==> src/design/mmsr_pkg.sv <==
// mmsr_pkg: shared widths, codes, state encoding and slot entry layout
// for the mapping slot registry; no dependencies
package mmsr_pkg;

   localparam int ACT_W      = 3;
   localparam int TASK_W     = 16;
   localparam int GEN_W      = 32;
   localparam int CAP_W      = 8;
   localparam int PHYS_W     = 52;
   localparam int BYTES_W    = 40;
   localparam int ROOT_W     = 52;
   localparam int VA_W       = 48;
   localparam int RS_W       = 33;
   localparam int STAT_W     = 3;
   localparam int IDX_OUT_W  = 4;
   localparam int LIVE_W     = 5;
   localparam int CSR_IDX_W  = 4;
   localparam int CSR_DATA_W = 64;

   localparam logic [RS_W-1:0] REGION_RESET = 33'd65536;

   // register indexes on the csr channel
   localparam logic [CSR_IDX_W-1:0] CSR_VA_BASE     = 4'd0;
   localparam logic [CSR_IDX_W-1:0] CSR_REGION_SIZE = 4'd1;

   typedef enum logic [ACT_W-1:0] {
      ACT_MAP   = 3'd0,
      ACT_UNMAP = 3'd1,
      ACT_INVAL = 3'd2,
      ACT_DRAIN = 3'd3,
      ACT_CLEAR = 3'd4,
      ACT_QUERY = 3'd5
   } action_type;

   typedef enum logic [STAT_W-1:0] {
      STAT_OK       = 3'd0,
      STAT_REJECTED = 3'd1,
      STAT_FULL     = 3'd2,
      STAT_NOTFOUND = 3'd3,
      STAT_CLEARED  = 3'd4,
      STAT_NONE     = 3'd5
   } status_type;

   typedef enum logic [3:0] {
      S_IDLE,
      S_SCAN,
      S_DRAIN,
      S_DECIDE,
      S_MAP_MUL,
      S_MAP_WR,
      S_WALK,
      S_SHOW,
      S_SINGLE
   } state_type;

   typedef struct packed {
      logic [VA_W-1:0]   va;
      logic [ROOT_W-1:0] root;
      logic [CAP_W-1:0]  cap;
      logic [GEN_W-1:0]  gen;
      logic [TASK_W-1:0] task_id;
   } entry_type;

   localparam int ENTRY_W = $bits(entry_type);

endpackage

==> src/design/mmsr_req_if.sv <==
// mmsr_req_if: request channel of the mapping slot registry
// depends on mmsr_pkg for field widths
interface mmsr_req_if;
   logic                             valid;
   logic                             ready;
   logic [mmsr_pkg::ACT_W-1:0]       action;
   logic [mmsr_pkg::TASK_W-1:0]      task_id;
   logic [mmsr_pkg::GEN_W-1:0]       task_gen;
   logic [mmsr_pkg::CAP_W-1:0]       cap_handle;
   logic                             cap_revoked;
   logic                             cap_is_io;
   logic [mmsr_pkg::PHYS_W-1:0]      phys_base;
   logic [mmsr_pkg::BYTES_W-1:0]     range_bytes;
   logic [mmsr_pkg::ROOT_W-1:0]      page_root;
   logic [mmsr_pkg::VA_W-1:0]        vaddr;

   modport source (
      output valid, action, task_id, task_gen, cap_handle, cap_revoked, cap_is_io,
             phys_base, range_bytes, page_root, vaddr,
      input  ready
   );
   modport sink (
      input  valid, action, task_id, task_gen, cap_handle, cap_revoked, cap_is_io,
             phys_base, range_bytes, page_root, vaddr,
      output ready
   );
endinterface

==> src/design/mmsr_rsp_if.sv <==
// mmsr_rsp_if: result channel of the mapping slot registry
// depends on mmsr_pkg for field widths
interface mmsr_rsp_if;
   logic                             valid;
   logic                             ready;
   logic [mmsr_pkg::STAT_W-1:0]      status;
   logic [mmsr_pkg::VA_W-1:0]        map_vaddr;
   logic [mmsr_pkg::CAP_W-1:0]       slot_cap;
   logic [mmsr_pkg::ROOT_W-1:0]      slot_root;
   logic [mmsr_pkg::IDX_OUT_W-1:0]   slot_index;
   logic [mmsr_pkg::LIVE_W-1:0]      live_slots;
   logic                             owner_match;
   logic                             last;

   modport source (
      output valid, status, map_vaddr, slot_cap, slot_root, slot_index, live_slots,
             owner_match, last,
      input  ready
   );
   modport sink (
      input  valid, status, map_vaddr, slot_cap, slot_root, slot_index, live_slots,
             owner_match, last,
      output ready
   );
endinterface

==> src/design/mmsr_csr_if.sv <==
// mmsr_csr_if: register write channel of the mapping slot registry
// depends on mmsr_pkg for field widths
interface mmsr_csr_if;
   logic                              valid;
   logic                              ready;
   logic [mmsr_pkg::CSR_IDX_W-1:0]    index;
   logic [mmsr_pkg::CSR_DATA_W-1:0]   wdata;

   modport source (output valid, index, wdata, input ready);
   modport sink   (input valid, index, wdata, output ready);
endinterface

==> src/design/mmsr_ram.sv <==
// mmsr_ram: generic single write port, single read port ram with
// registered read data; no dependencies
module mmsr_ram #(
   parameter int WIDTH = 8,
   parameter int DEPTH = 16,
   localparam int AW = (DEPTH > 1) ? $clog2(DEPTH) : 1
) (
   input  logic             clock,
   input  logic             wr_en,
   input  logic [AW-1:0]    wr_addr,
   input  logic [WIDTH-1:0] wr_data,
   input  logic             rd_en,
   input  logic [AW-1:0]    rd_addr,
   output logic [WIDTH-1:0] rd_data
);

   logic [WIDTH-1:0] mem_ff [DEPTH];
   logic [WIDTH-1:0] rd_data_ff;

   always_ff @(posedge clock) begin
      if (wr_en) begin
         mem_ff[wr_addr] <= wr_data;
      end
      if (rd_en) begin
         rd_data_ff <= mem_ff[rd_addr];
      end
   end

   assign rd_data = rd_data_ff;

endmodule

==> src/design/mmio_mapping_slot_registry.sv <==
// mmio_mapping_slot_registry: top level of the mapping slot registry
// depends on mmsr_pkg, mmsr_req_if, mmsr_rsp_if, mmsr_csr_if and mmsr_ram
//
//   channel   | dir | handshake       | carries
//   ----------+-----+-----------------+------------------------------------------
//   req_chan  | in  | valid / ready   | action, task, capability, range, root, va
//   rsp_chan  | out | valid / ready   | status, slot fields, live count, last
//   csr_chan  | in  | valid / ready   | register index and write data
//
// one request at a time: a scan reads one slot entry per cycle through the
// slot ram's single read port. after the scan, a map multiplies its slot index by
// the region size and writes the slot; full, not found and none matched give a
// single result, and a walk skips unmatched slots below the last match and reads
// and shows each freed or found slot. rejected and unknown requests skip the scan.
// reset clears the occupancy bits at once; the slot ram needs no clearing.
// a stalled result holds in the output register and stalls the sequencer.
module mmio_mapping_slot_registry #(
   parameter int SLOTS      = 16,
   parameter int PAGE_BYTES = 4096
) (
   input logic        clock,
   input logic        reset,
   mmsr_req_if.sink   req_chan,
   mmsr_rsp_if.source rsp_chan,
   mmsr_csr_if.sink   csr_chan
);

   localparam int IW = (SLOTS > 1) ? $clog2(SLOTS) : 1;
   localparam int CW = $clog2(SLOTS + 1);
   localparam int PW = mmsr_pkg::RS_W + IW;
   localparam logic [IW-1:0] LAST_IDX = IW'(SLOTS - 1);
   // page size is a power of two, so rounding up is a mask
   localparam logic [mmsr_pkg::RS_W-1:0] PAGE_MASK = mmsr_pkg::RS_W'(PAGE_BYTES - 1);

   mmsr_pkg::state_type state_ff, state_in;

   logic [mmsr_pkg::VA_W-1:0]   va_base_ff, va_base_in;
   logic [mmsr_pkg::RS_W-1:0]   region_ff, region_in;

   logic [SLOTS-1:0]            used_ff, used_in;
   logic [SLOTS-1:0]            hit_ff, hit_in;
   logic [CW-1:0]               hit_cnt_ff, hit_cnt_in;
   logic [IW-1:0]               first_ff, first_in;
   logic                        any_ff, any_in;
   logic [IW-1:0]               scan_ff, scan_in;
   logic                        cmp_vld_ff, cmp_vld_in;
   logic [IW-1:0]               cmp_idx_ff, cmp_idx_in;
   logic [IW-1:0]               walk_ff, walk_in;
   logic [CW-1:0]               rem_ff, rem_in;
   logic [CW-1:0]               live_ff, live_in;
   logic [PW-1:0]               prod_ff, prod_in;

   logic [mmsr_pkg::ACT_W-1:0]  act_ff, act_in;
   logic [mmsr_pkg::TASK_W-1:0] task_ff, task_in;
   logic [mmsr_pkg::GEN_W-1:0]  gen_ff, gen_in;
   logic [mmsr_pkg::CAP_W-1:0]  cap_ff, cap_in;
   logic [mmsr_pkg::ROOT_W-1:0] root_ff, root_in;
   logic [mmsr_pkg::VA_W-1:0]   va_ff, va_in;
   mmsr_pkg::status_type        single_st_ff, single_st_in;

   logic                          rsp_vld_ff, rsp_vld_in;
   mmsr_pkg::status_type          rsp_st_ff, rsp_st_in;
   logic [mmsr_pkg::VA_W-1:0]     rsp_va_ff, rsp_va_in;
   logic [mmsr_pkg::CAP_W-1:0]    rsp_cap_ff, rsp_cap_in;
   logic [mmsr_pkg::ROOT_W-1:0]   rsp_root_ff, rsp_root_in;
   logic [mmsr_pkg::IDX_OUT_W-1:0] rsp_idx_ff, rsp_idx_in;
   logic [mmsr_pkg::LIVE_W-1:0]   rsp_live_ff, rsp_live_in;
   logic                          rsp_match_ff, rsp_match_in;
   logic                          rsp_last_ff, rsp_last_in;

   logic                         ram_wr_en, ram_rd_en;
   logic [IW-1:0]                ram_wr_addr, ram_rd_addr;
   mmsr_pkg::entry_type          ram_wr_data, ram_rd_data;

   logic                         accept, csr_wr, out_free;
   logic                         act_known, map_reject, hit;
   logic [mmsr_pkg::RS_W-1:0]    region_floor;
   logic [mmsr_pkg::VA_W-1:0]    va_new;

   mmsr_ram #(
      .WIDTH (mmsr_pkg::ENTRY_W),
      .DEPTH (SLOTS)
   ) u_slot_ram (
      .clock   (clock),
      .wr_en   (ram_wr_en),
      .wr_addr (ram_wr_addr),
      .wr_data (ram_wr_data),
      .rd_en   (ram_rd_en),
      .rd_addr (ram_rd_addr),
      .rd_data (ram_rd_data)
   );

   assign req_chan.ready = (state_ff == mmsr_pkg::S_IDLE);
   assign csr_chan.ready = 1'b1;
   assign accept   = req_chan.valid && req_chan.ready;
   assign csr_wr   = csr_chan.valid && csr_chan.ready;
   assign out_free = !rsp_vld_ff || rsp_chan.ready;

   // rounded size exceeds region exactly when bytes exceed the region
   // rounded down to whole pages
   assign region_floor = region_ff & ~PAGE_MASK;
   assign act_known    = (req_chan.action <= mmsr_pkg::ACT_QUERY);
   assign map_reject   = req_chan.cap_revoked || req_chan.cap_is_io ||
                         (req_chan.phys_base == '0) || (req_chan.range_bytes == '0) ||
                         (req_chan.page_root == '0) ||
                         (req_chan.range_bytes > mmsr_pkg::BYTES_W'(region_floor));

   assign va_new = va_base_ff + mmsr_pkg::VA_W'(prod_ff);

   // shared compare unit, fed by the ram entry read in the previous cycle
   always_comb begin
      hit = 1'b0;
      case (act_ff)
         mmsr_pkg::ACT_MAP:   hit = !used_ff[cmp_idx_ff] && !any_ff;
         mmsr_pkg::ACT_UNMAP,
         mmsr_pkg::ACT_QUERY: hit = used_ff[cmp_idx_ff] && !any_ff &&
                                    (ram_rd_data.va == va_ff) &&
                                    (ram_rd_data.task_id == task_ff) &&
                                    (ram_rd_data.gen == gen_ff);
         mmsr_pkg::ACT_INVAL: hit = used_ff[cmp_idx_ff] && (ram_rd_data.cap == cap_ff);
         mmsr_pkg::ACT_DRAIN: hit = used_ff[cmp_idx_ff] &&
                                    (ram_rd_data.task_id == task_ff);
         mmsr_pkg::ACT_CLEAR: hit = used_ff[cmp_idx_ff];
         default:             hit = 1'b0;
      endcase
   end

   // next state
   always_comb begin
      state_in = state_ff;
      case (state_ff)
         mmsr_pkg::S_IDLE: begin
            if (accept) begin
               if (!act_known || ((req_chan.action == mmsr_pkg::ACT_MAP) && map_reject)) begin
                  state_in = mmsr_pkg::S_SINGLE;
               end else begin
                  state_in = mmsr_pkg::S_SCAN;
               end
            end
         end
         mmsr_pkg::S_SCAN: begin
            if (scan_ff == LAST_IDX) begin
               state_in = mmsr_pkg::S_DRAIN;
            end
         end
         mmsr_pkg::S_DRAIN:  state_in = mmsr_pkg::S_DECIDE;
         mmsr_pkg::S_DECIDE: begin
            if (!any_ff) begin
               state_in = mmsr_pkg::S_SINGLE;
            end else if (act_ff == mmsr_pkg::ACT_MAP) begin
               state_in = mmsr_pkg::S_MAP_MUL;
            end else begin
               state_in = mmsr_pkg::S_WALK;
            end
         end
         mmsr_pkg::S_MAP_MUL: state_in = mmsr_pkg::S_MAP_WR;
         mmsr_pkg::S_MAP_WR: begin
            if (out_free) begin
               state_in = mmsr_pkg::S_IDLE;
            end
         end
         mmsr_pkg::S_WALK: begin
            if (hit_ff[walk_ff]) begin
               state_in = mmsr_pkg::S_SHOW;
            end
         end
         mmsr_pkg::S_SHOW: begin
            if (out_free) begin
               state_in = (rem_ff == CW'(1)) ? mmsr_pkg::S_IDLE : mmsr_pkg::S_WALK;
            end
         end
         mmsr_pkg::S_SINGLE: begin
            if (out_free) begin
               state_in = mmsr_pkg::S_IDLE;
            end
         end
         default: state_in = mmsr_pkg::S_IDLE;
      endcase
   end

   // datapath and outputs
   always_comb begin
      va_base_in   = va_base_ff;
      region_in    = region_ff;
      used_in      = used_ff;
      hit_in       = hit_ff;
      hit_cnt_in   = hit_cnt_ff;
      first_in     = first_ff;
      any_in       = any_ff;
      scan_in      = scan_ff;
      cmp_vld_in   = 1'b0;
      cmp_idx_in   = cmp_idx_ff;
      walk_in      = walk_ff;
      rem_in       = rem_ff;
      live_in      = live_ff;
      prod_in      = prod_ff;
      act_in       = act_ff;
      task_in      = task_ff;
      gen_in       = gen_ff;
      cap_in       = cap_ff;
      root_in      = root_ff;
      va_in        = va_ff;
      single_st_in = single_st_ff;
      rsp_vld_in   = rsp_vld_ff && !rsp_chan.ready;
      rsp_st_in    = rsp_st_ff;
      rsp_va_in    = rsp_va_ff;
      rsp_cap_in   = rsp_cap_ff;
      rsp_root_in  = rsp_root_ff;
      rsp_idx_in   = rsp_idx_ff;
      rsp_live_in  = rsp_live_ff;
      rsp_match_in = rsp_match_ff;
      rsp_last_in  = rsp_last_ff;
      ram_wr_en    = 1'b0;
      ram_wr_addr  = first_ff;
      ram_wr_data  = '{va: va_new, root: root_ff, cap: cap_ff, gen: gen_ff,
                       task_id: task_ff};
      ram_rd_en    = 1'b0;
      ram_rd_addr  = scan_ff;

      if (csr_wr) begin
         case (csr_chan.index)
            mmsr_pkg::CSR_VA_BASE:     va_base_in = csr_chan.wdata[mmsr_pkg::VA_W-1:0];
            mmsr_pkg::CSR_REGION_SIZE: region_in  = csr_chan.wdata[mmsr_pkg::RS_W-1:0];
            default: ;
         endcase
      end

      if (cmp_vld_ff && hit) begin
         hit_in[cmp_idx_ff] = 1'b1;
         hit_cnt_in         = hit_cnt_ff + CW'(1);
         any_in             = 1'b1;
         if (!any_ff) begin
            first_in = cmp_idx_ff;
         end
      end

      case (state_ff)
         mmsr_pkg::S_IDLE: begin
            if (accept) begin
               act_in       = req_chan.action;
               task_in      = req_chan.task_id;
               gen_in       = req_chan.task_gen;
               cap_in       = req_chan.cap_handle;
               root_in      = req_chan.page_root;
               va_in        = req_chan.vaddr;
               single_st_in = mmsr_pkg::STAT_REJECTED;
               scan_in      = '0;
               hit_in       = '0;
               hit_cnt_in   = '0;
               first_in     = '0;
               any_in       = 1'b0;
            end
         end
         mmsr_pkg::S_SCAN: begin
            ram_rd_en   = 1'b1;
            ram_rd_addr = scan_ff;
            cmp_vld_in  = 1'b1;
            cmp_idx_in  = scan_ff;
            scan_in     = scan_ff + IW'(1);
         end
         mmsr_pkg::S_DECIDE: begin
            walk_in = '0;
            rem_in  = hit_cnt_ff;
            case (act_ff)
               mmsr_pkg::ACT_MAP: begin
                  single_st_in = mmsr_pkg::STAT_FULL;
                  if (any_ff) begin
                     live_in = live_ff + CW'(1);
                  end
               end
               mmsr_pkg::ACT_UNMAP: begin
                  single_st_in = mmsr_pkg::STAT_NOTFOUND;
                  if (any_ff) begin
                     live_in = live_ff - CW'(1);
                  end
               end
               mmsr_pkg::ACT_QUERY: single_st_in = mmsr_pkg::STAT_NOTFOUND;
               default: begin
                  single_st_in = mmsr_pkg::STAT_NONE;
                  live_in      = live_ff - hit_cnt_ff;
               end
            endcase
         end
         mmsr_pkg::S_MAP_MUL: begin
            prod_in = PW'(first_ff) * PW'(region_ff);
         end
         mmsr_pkg::S_MAP_WR: begin
            if (out_free) begin
               ram_wr_en         = 1'b1;
               used_in[first_ff] = 1'b1;
               rsp_vld_in        = 1'b1;
               rsp_st_in         = mmsr_pkg::STAT_OK;
               rsp_va_in         = va_new;
               rsp_cap_in        = cap_ff;
               rsp_root_in       = root_ff;
               rsp_idx_in        = mmsr_pkg::IDX_OUT_W'(first_ff);
               rsp_live_in       = mmsr_pkg::LIVE_W'(live_ff);
               rsp_match_in      = 1'b0;
               rsp_last_in       = 1'b1;
            end
         end
         mmsr_pkg::S_WALK: begin
            if (hit_ff[walk_ff]) begin
               ram_rd_en   = 1'b1;
               ram_rd_addr = walk_ff;
            end else begin
               walk_in = walk_ff + IW'(1);
            end
         end
         mmsr_pkg::S_SHOW: begin
            if (out_free) begin
               rsp_vld_in   = 1'b1;
               rsp_va_in    = ram_rd_data.va;
               rsp_cap_in   = ram_rd_data.cap;
               rsp_root_in  = ram_rd_data.root;
               rsp_idx_in   = mmsr_pkg::IDX_OUT_W'(walk_ff);
               rsp_live_in  = mmsr_pkg::LIVE_W'(live_ff);
               rsp_last_in  = (rem_ff == CW'(1));
               rem_in       = rem_ff - CW'(1);
               walk_in      = walk_ff + IW'(1);
               if (act_ff == mmsr_pkg::ACT_QUERY) begin
                  rsp_st_in    = mmsr_pkg::STAT_OK;
                  rsp_match_in = 1'b1;
               end else begin
                  rsp_st_in        = mmsr_pkg::STAT_CLEARED;
                  rsp_match_in     = 1'b0;
                  used_in[walk_ff] = 1'b0;
               end
            end
         end
         mmsr_pkg::S_SINGLE: begin
            if (out_free) begin
               rsp_vld_in   = 1'b1;
               rsp_st_in    = single_st_ff;
               rsp_va_in    = '0;
               rsp_cap_in   = '0;
               rsp_root_in  = '0;
               rsp_idx_in   = '0;
               rsp_live_in  = mmsr_pkg::LIVE_W'(live_ff);
               rsp_match_in = 1'b0;
               rsp_last_in  = 1'b1;
            end
         end
         default: ;
      endcase
   end

   always_ff @(posedge clock) begin
      if (reset) begin
         state_ff   <= mmsr_pkg::S_IDLE;
         va_base_ff <= '0;
         region_ff  <= mmsr_pkg::REGION_RESET;
         used_ff    <= '0;
         live_ff    <= '0;
         cmp_vld_ff <= 1'b0;
         rsp_vld_ff <= 1'b0;
      end else begin
         state_ff   <= state_in;
         va_base_ff <= va_base_in;
         region_ff  <= region_in;
         used_ff    <= used_in;
         live_ff    <= live_in;
         cmp_vld_ff <= cmp_vld_in;
         rsp_vld_ff <= rsp_vld_in;
      end
      hit_ff       <= hit_in;
      hit_cnt_ff   <= hit_cnt_in;
      first_ff     <= first_in;
      any_ff       <= any_in;
      scan_ff      <= scan_in;
      cmp_idx_ff   <= cmp_idx_in;
      walk_ff      <= walk_in;
      rem_ff       <= rem_in;
      prod_ff      <= prod_in;
      act_ff       <= act_in;
      task_ff      <= task_in;
      gen_ff       <= gen_in;
      cap_ff       <= cap_in;
      root_ff      <= root_in;
      va_ff        <= va_in;
      single_st_ff <= single_st_in;
      rsp_st_ff    <= rsp_st_in;
      rsp_va_ff    <= rsp_va_in;
      rsp_cap_ff   <= rsp_cap_in;
      rsp_root_ff  <= rsp_root_in;
      rsp_idx_ff   <= rsp_idx_in;
      rsp_live_ff  <= rsp_live_in;
      rsp_match_ff <= rsp_match_in;
      rsp_last_ff  <= rsp_last_in;
   end

   assign rsp_chan.valid       = rsp_vld_ff;
   assign rsp_chan.status      = rsp_st_ff;
   assign rsp_chan.map_vaddr   = rsp_va_ff;
   assign rsp_chan.slot_cap    = rsp_cap_ff;
   assign rsp_chan.slot_root   = rsp_root_ff;
   assign rsp_chan.slot_index  = rsp_idx_ff;
   assign rsp_chan.live_slots  = rsp_live_ff;
   assign rsp_chan.owner_match = rsp_match_ff;
   assign rsp_chan.last        = rsp_last_ff;

endmodule

==> src/flat_wrapper.sv <==
// flat-port wrapper written by rule: the top's interface ports become plain ports
module mmio_mapping_slot_registry_flat 
#(
   parameter int SLOTS      = 16,
   parameter int PAGE_BYTES = 4096
)
  (clock, reset, req_chan_valid, req_chan_action, req_chan_task_id, req_chan_task_gen, req_chan_cap_handle, req_chan_cap_revoked, req_chan_cap_is_io, req_chan_phys_base, req_chan_range_bytes, req_chan_page_root, req_chan_vaddr, req_chan_ready, rsp_chan_valid, rsp_chan_status, rsp_chan_map_vaddr, rsp_chan_slot_cap, rsp_chan_slot_root, rsp_chan_slot_index, rsp_chan_live_slots, rsp_chan_owner_match, rsp_chan_last, rsp_chan_ready, csr_chan_valid, csr_chan_index, csr_chan_wdata, csr_chan_ready);
  mmsr_req_if req_chan_i ();
  mmsr_rsp_if rsp_chan_i ();
  mmsr_csr_if csr_chan_i ();
  input logic clock;
  input logic reset;
  input wire logic [$bits(req_chan_i.valid)-1:0] req_chan_valid;
  input wire logic [$bits(req_chan_i.action)-1:0] req_chan_action;
  input wire logic [$bits(req_chan_i.task_id)-1:0] req_chan_task_id;
  input wire logic [$bits(req_chan_i.task_gen)-1:0] req_chan_task_gen;
  input wire logic [$bits(req_chan_i.cap_handle)-1:0] req_chan_cap_handle;
  input wire logic [$bits(req_chan_i.cap_revoked)-1:0] req_chan_cap_revoked;
  input wire logic [$bits(req_chan_i.cap_is_io)-1:0] req_chan_cap_is_io;
  input wire logic [$bits(req_chan_i.phys_base)-1:0] req_chan_phys_base;
  input wire logic [$bits(req_chan_i.range_bytes)-1:0] req_chan_range_bytes;
  input wire logic [$bits(req_chan_i.page_root)-1:0] req_chan_page_root;
  input wire logic [$bits(req_chan_i.vaddr)-1:0] req_chan_vaddr;
  output wire logic [$bits(req_chan_i.ready)-1:0] req_chan_ready;
  output wire logic [$bits(rsp_chan_i.valid)-1:0] rsp_chan_valid;
  output wire logic [$bits(rsp_chan_i.status)-1:0] rsp_chan_status;
  output wire logic [$bits(rsp_chan_i.map_vaddr)-1:0] rsp_chan_map_vaddr;
  output wire logic [$bits(rsp_chan_i.slot_cap)-1:0] rsp_chan_slot_cap;
  output wire logic [$bits(rsp_chan_i.slot_root)-1:0] rsp_chan_slot_root;
  output wire logic [$bits(rsp_chan_i.slot_index)-1:0] rsp_chan_slot_index;
  output wire logic [$bits(rsp_chan_i.live_slots)-1:0] rsp_chan_live_slots;
  output wire logic [$bits(rsp_chan_i.owner_match)-1:0] rsp_chan_owner_match;
  output wire logic [$bits(rsp_chan_i.last)-1:0] rsp_chan_last;
  input wire logic [$bits(rsp_chan_i.ready)-1:0] rsp_chan_ready;
  input wire logic [$bits(csr_chan_i.valid)-1:0] csr_chan_valid;
  input wire logic [$bits(csr_chan_i.index)-1:0] csr_chan_index;
  input wire logic [$bits(csr_chan_i.wdata)-1:0] csr_chan_wdata;
  output wire logic [$bits(csr_chan_i.ready)-1:0] csr_chan_ready;
  assign req_chan_i.valid = req_chan_valid;
  assign req_chan_i.action = req_chan_action;
  assign req_chan_i.task_id = req_chan_task_id;
  assign req_chan_i.task_gen = req_chan_task_gen;
  assign req_chan_i.cap_handle = req_chan_cap_handle;
  assign req_chan_i.cap_revoked = req_chan_cap_revoked;
  assign req_chan_i.cap_is_io = req_chan_cap_is_io;
  assign req_chan_i.phys_base = req_chan_phys_base;
  assign req_chan_i.range_bytes = req_chan_range_bytes;
  assign req_chan_i.page_root = req_chan_page_root;
  assign req_chan_i.vaddr = req_chan_vaddr;
  assign req_chan_ready = req_chan_i.ready;
  assign rsp_chan_valid = rsp_chan_i.valid;
  assign rsp_chan_status = rsp_chan_i.status;
  assign rsp_chan_map_vaddr = rsp_chan_i.map_vaddr;
  assign rsp_chan_slot_cap = rsp_chan_i.slot_cap;
  assign rsp_chan_slot_root = rsp_chan_i.slot_root;
  assign rsp_chan_slot_index = rsp_chan_i.slot_index;
  assign rsp_chan_live_slots = rsp_chan_i.live_slots;
  assign rsp_chan_owner_match = rsp_chan_i.owner_match;
  assign rsp_chan_last = rsp_chan_i.last;
  assign rsp_chan_i.ready = rsp_chan_ready;
  assign csr_chan_i.valid = csr_chan_valid;
  assign csr_chan_i.index = csr_chan_index;
  assign csr_chan_i.wdata = csr_chan_wdata;
  assign csr_chan_ready = csr_chan_i.ready;
  mmio_mapping_slot_registry #(.SLOTS(SLOTS), .PAGE_BYTES(PAGE_BYTES)) u_core (.clock(clock), .reset(reset), .req_chan(req_chan_i), .rsp_chan(rsp_chan_i), .csr_chan(csr_chan_i));
endmodule
==> config.mk <==
export PLATFORM = sky130hd
export DESIGN_NAME = mmio_mapping_slot_registry_flat
export DESIGN_NICKNAME = d
export VERILOG_FILES = /design/src/design/mmsr_pkg.sv /design/src/design/mmsr_req_if.sv /design/src/design/mmsr_rsp_if.sv /design/src/design/mmsr_csr_if.sv /design/src/design/mmsr_ram.sv /design/src/design/mmio_mapping_slot_registry.sv /design/src/flat_wrapper.sv
export SDC_FILE = /design/constraint.sdc
export NUM_CORES = 2
export LEC_CHECK = 0
export BUFFER_PORTS_ARGS = -buffer_cell sky130_fd_sc_hd__buf_4
export CORE_MARGIN = 2
export CORE_UTILIZATION = 25
export CTS_CLUSTER_DIAMETER = 100
export CTS_CLUSTER_SIZE = 25
export DETAILED_ROUTE_END_ITERATION = 7
export PLACE_DENSITY_LB_ADDON = 0.25
export SYNTH_ARGS = -nofsm -noshare
export SYNTH_HDL_FRONTEND = slang
export SYNTH_SLANG_ARGS = --single-unit
==> constraint.sdc <==
create_clock -name clock -period 15.9 [get_ports clock]
set_input_delay 1.59 -clock clock [delete_from_list [all_inputs] [get_ports clock]]
set_output_delay 1.59 -clock clock [all_outputs]
set_load 0.01 [all_outputs]
==> flow_metrics.env <==
export IMPL_layout_setup_ws_ns=9.50
export IMPL_rows=261
export IMPL_cpPeakStageDelay_ns=0.85
export IMPL_p_leak_uw=0.0487
export IMPL_cts_hold_buf=0
export IMPL_io_pins=451
export IMPL_clock_latency_ns=0.93
export IMPL_final_setup_tns_ns=0
export IMPL_netlist_area_sq_um=127000
export IMPL_first_global_vias=75200
export IMPL_synthSimpleGateAreaFrac_pct=15.3
export IMPL_critPathRequiredTime_ns=16.54
export IMPL_fin_cells=16600
export IMPL_path_cells="mux4_2, mux2_2, nand2_1, nand2_4, mux2i_4, buf_4, buf_4, buf_4, mux2i_1, o22ai_1, a32oi_1, nand3_1"
export IMPL_fp_dieArea_sq_um=513000
export IMPL_crit_path_end_kind="register"
export IMPL_dp_hpwl_um=234000
export IMPL_ys_ff_latch=3124
export IMPL_max_freq_ghz=0.156
export IMPL_vias_per_cell=4.69
export IMPL_cp_num_buf_inv=3
export IMPL_syn_inst=9583
export IMPL_synth_top_family_by_area="simple AND/OR/NAND/NOR gates"
export IMPL_p_per_area_nw_per_um2=147
export IMPL_period_needed_ns=6.40
export IMPL_crit_slowest_cell="buf_4"
export IMPL_coreArea_sq_um=506000
export IMPL_ctsRootBufferMaster="clkbuf_16"
export IMPL_drive_gt1_share_pct=9.43
export IMPL_antenna_found_initial=26
export IMPL_syn_to_final_growth_pct=12.6
export IMPL_die_height_um=716
export IMPL_p_total_uw=21000
export IMPL_synth_avg_cell_area_sq_um=13.2
export IMPL_max_cap_violations=0
export IMPL_fin_nets=10300
export IMPL_dp_cells=16400
export IMPL_clk_pin_slew_ns=0.10
export IMPL_syn_num_nets=10100
export IMPL_post_place_ws_ns=9.49
export IMPL_slew_violations=0
export IMPL_hold_violations=0
export IMPL_async_flop_share_pct=0
export IMPL_synthMuxAreaShare_pct=2.25
export IMPL_post_cts_buffers=0
export IMPL_firstDrtPassIters=5
export IMPL_ys_warn_count=0
export IMPL_clock_sinks=3124
export IMPL_dieWidth_um=716
export IMPL_cpMostUsedCell="buf_4"
export IMPL_cts_resized=0
export IMPL_drt_iter0_markers=7419
export IMPL_status="completed"
export IMPL_setup_viol=0
export IMPL_portBuffers=433
export IMPL_htreeDepth=4
export IMPL_crit_type="register to register"
export IMPL_grt_start_max_net_pins=183
export IMPL_grt_ovfl_total=0
export IMPL_vias=77800
export IMPL_synth_fa_ha_area_share_pct=2.10
export IMPL_crit_fanout=63
export IMPL_ant_nets=0
export IMPL_cts_tree="built"
export IMPL_grt_use_total_pct=15.8
export IMPL_rsz0062_at_grt="no"
export IMPL_clock_skew_final_ns=0.0682
export IMPL_yosys_most_used_dff="edfxtp_1"
export IMPL_synth_xor_xnor_area_share_pct=1.26
export IMPL_final_common_cell="edfxtp_1"
export IMPL_cts_buffer_depth=4
export IMPL_ys_seq_area_share_pct=72.9
export IMPL_hp_class="register to register"
export IMPL_synth_edf_count=2990
export IMPL_wl_per_cell_um=25.4
export IMPL_slew_headroom_pct=20.2
export IMPL_place_gp_congestion=0.770
export IMPL_route_detailed_drc=0
export IMPL_start_kind="register"
export IMPL_tightest_slew_ns=1.18
export IMPL_layout_common_cells="edfxtp_1 (2990), nand2_1 (2434), nand3_1 (1455)"
export IMPL_vdd_drop_max_mv=0.169
export IMPL_crit_family="buffers and inverters"
export IMPL_numCtsBuffers=155
export IMPL_wl_um=421000
export IMPL_grt_pass1_wl_um=587000
export IMPL_yosys_cell_types_count=71
export IMPL_arrival_ns=7.03
export IMPL_initial_core_util_pct=25.1
export IMPL_period_share_pct=40.2
export IMPL_synth_compound_area_share_pct=3.89
area by class of cell:
class	count	area, sq um
clock inverters	25	295
clock buffers	182	4100
well taps	6706	8390
diodes	12	30.0
repair buffers	628	5000
inverters	168	638
multi-input cells	5741	32000
fillers	51800	363000
flip-flops and latches	3124	92500
logic make-up after synthesis:
logic type	after synthesis
AND/OR/NAND/NOR	4406
adder cells (fa/ha/maj)	175
flip-flops	3124
multiplexers	231
other	1
XOR/XNOR	183
AO/OA/AOI/OAI	745
buffers and inverters	718
where the power goes:
group	switching (uW)	internal, uW
Clock	2710	1880
Combinational	4380	1650
Sequential	565	9840
stage by stage:
| stage | hold WS, ns | utilization [%] | cell area [sq um] |
|---|---|---|---|
| after floorplan | 0.428 | - | 127000 |
| after global placement | 0.447 | 27.4 | 138000 |
| after detailed placement | 0.452 | 27.4 | 138000 |
| after CTS | 0.466 | 28.3 | 143000 |
| after global routing | 0.482 | 28.3 | 143000 |
| final | 0.464 | 28.3 | 143000 |
sequential cells by signal, summed over array words and instances, names as in the netlist, 37 cells and up:
register and count:
u_core.root_ff 52, u_core.prod_ff 37, u_core.va_ff 48, u_core.va_base_ff 48
u_core.rsp_chan.slot_root 52, u_core.u_slot_ram.mem_ff 2496, u_core.rsp_chan.map_vaddr 48, u_core.u_slot_ram.rd_data 156
tightest hold or removal path, stage by stage (launching register included):
cell,delay (ns)
dfxtp_1,0.32
nand2_1,0.05
a21oi_1,0.05
synth_stat cells, types with 4 or more instances:
cell type  number  area, sq um
ha_1          111         1390
nand3b_1        7         52.6
nand2_1      2435         9140
a22o_1         36          315
and4_1          6         52.6
xor2_1        118         1030
mux2i_1       183         1830
dfxtp_1       134         2680
o221a_2         8         90.1
nor3b_1         4         30.0
nand3_1      1457         7290
clkbuf_1      337         1260
mux2_2          4         45.0
o21ai_0       122          611
o21bai_1       11         82.6
nor3_1         42          210
o31ai_1        19          143
buf_1          47          176
buf_2         161          806
nor2b_1        15         93.8
mux4_2         43          968
o22ai_1        87          544
o21a_1         27          203
nor2_1         99          372
a32oi_1        97          850
fa_1           64         1280
a311oi_1        8         70.1
nor4_1         71          444
a211oi_1       14          105
a221oi_1        6         52.6
nand4_1        99          619
nand2b_1       26          163
inv_1         167          627
edfxtp_1     2990        89800
and3_1         10         62.6
o211ai_1        8         60.1
a22oi_1        15          113
a21o_1         44          330
or3_1          11         68.8
a21oi_1       176          881
a31oi_1        40          250
xnor2_1        65          569
and2_1        113          707
worst paths after layout:
kind                                                    startpoint                                        to  slack (ns)  depth (start not counted)
worst max-delay path               u_core.walk_ff[0]$_SDFFCE_PN0P_  u_core.u_slot_ram.rd_data[136]$_DFFE_PP_        9.50                         12
worst min-delay path            u_core.va_base_ff[15]$_SDFFE_PP0P_        u_core.va_base_ff[15]$_SDFFE_PP0P_        0.46                          2
worst max register to register     u_core.walk_ff[0]$_SDFFCE_PN0P_  u_core.u_slot_ram.rd_data[136]$_DFFE_PP_        9.50                         12
worst min register to register  u_core.va_base_ff[15]$_SDFFE_PP0P_        u_core.va_base_ff[15]$_SDFFE_PP0P_        0.46                          2
routing by layer:
metal / vias to the layer above / share of wire, % / GRT usage [%]
li1: 35300 / - / -
met4: 2 / 2.1 / 3.20
met3: 319 / 4.2 / 1.57
met5: - / 0.0038 / 0
met2: 1825 / 47 / 26.3
met1: 40300 / 46 / 22.5
No activity file was read; power rests on OpenSTA's default activity.
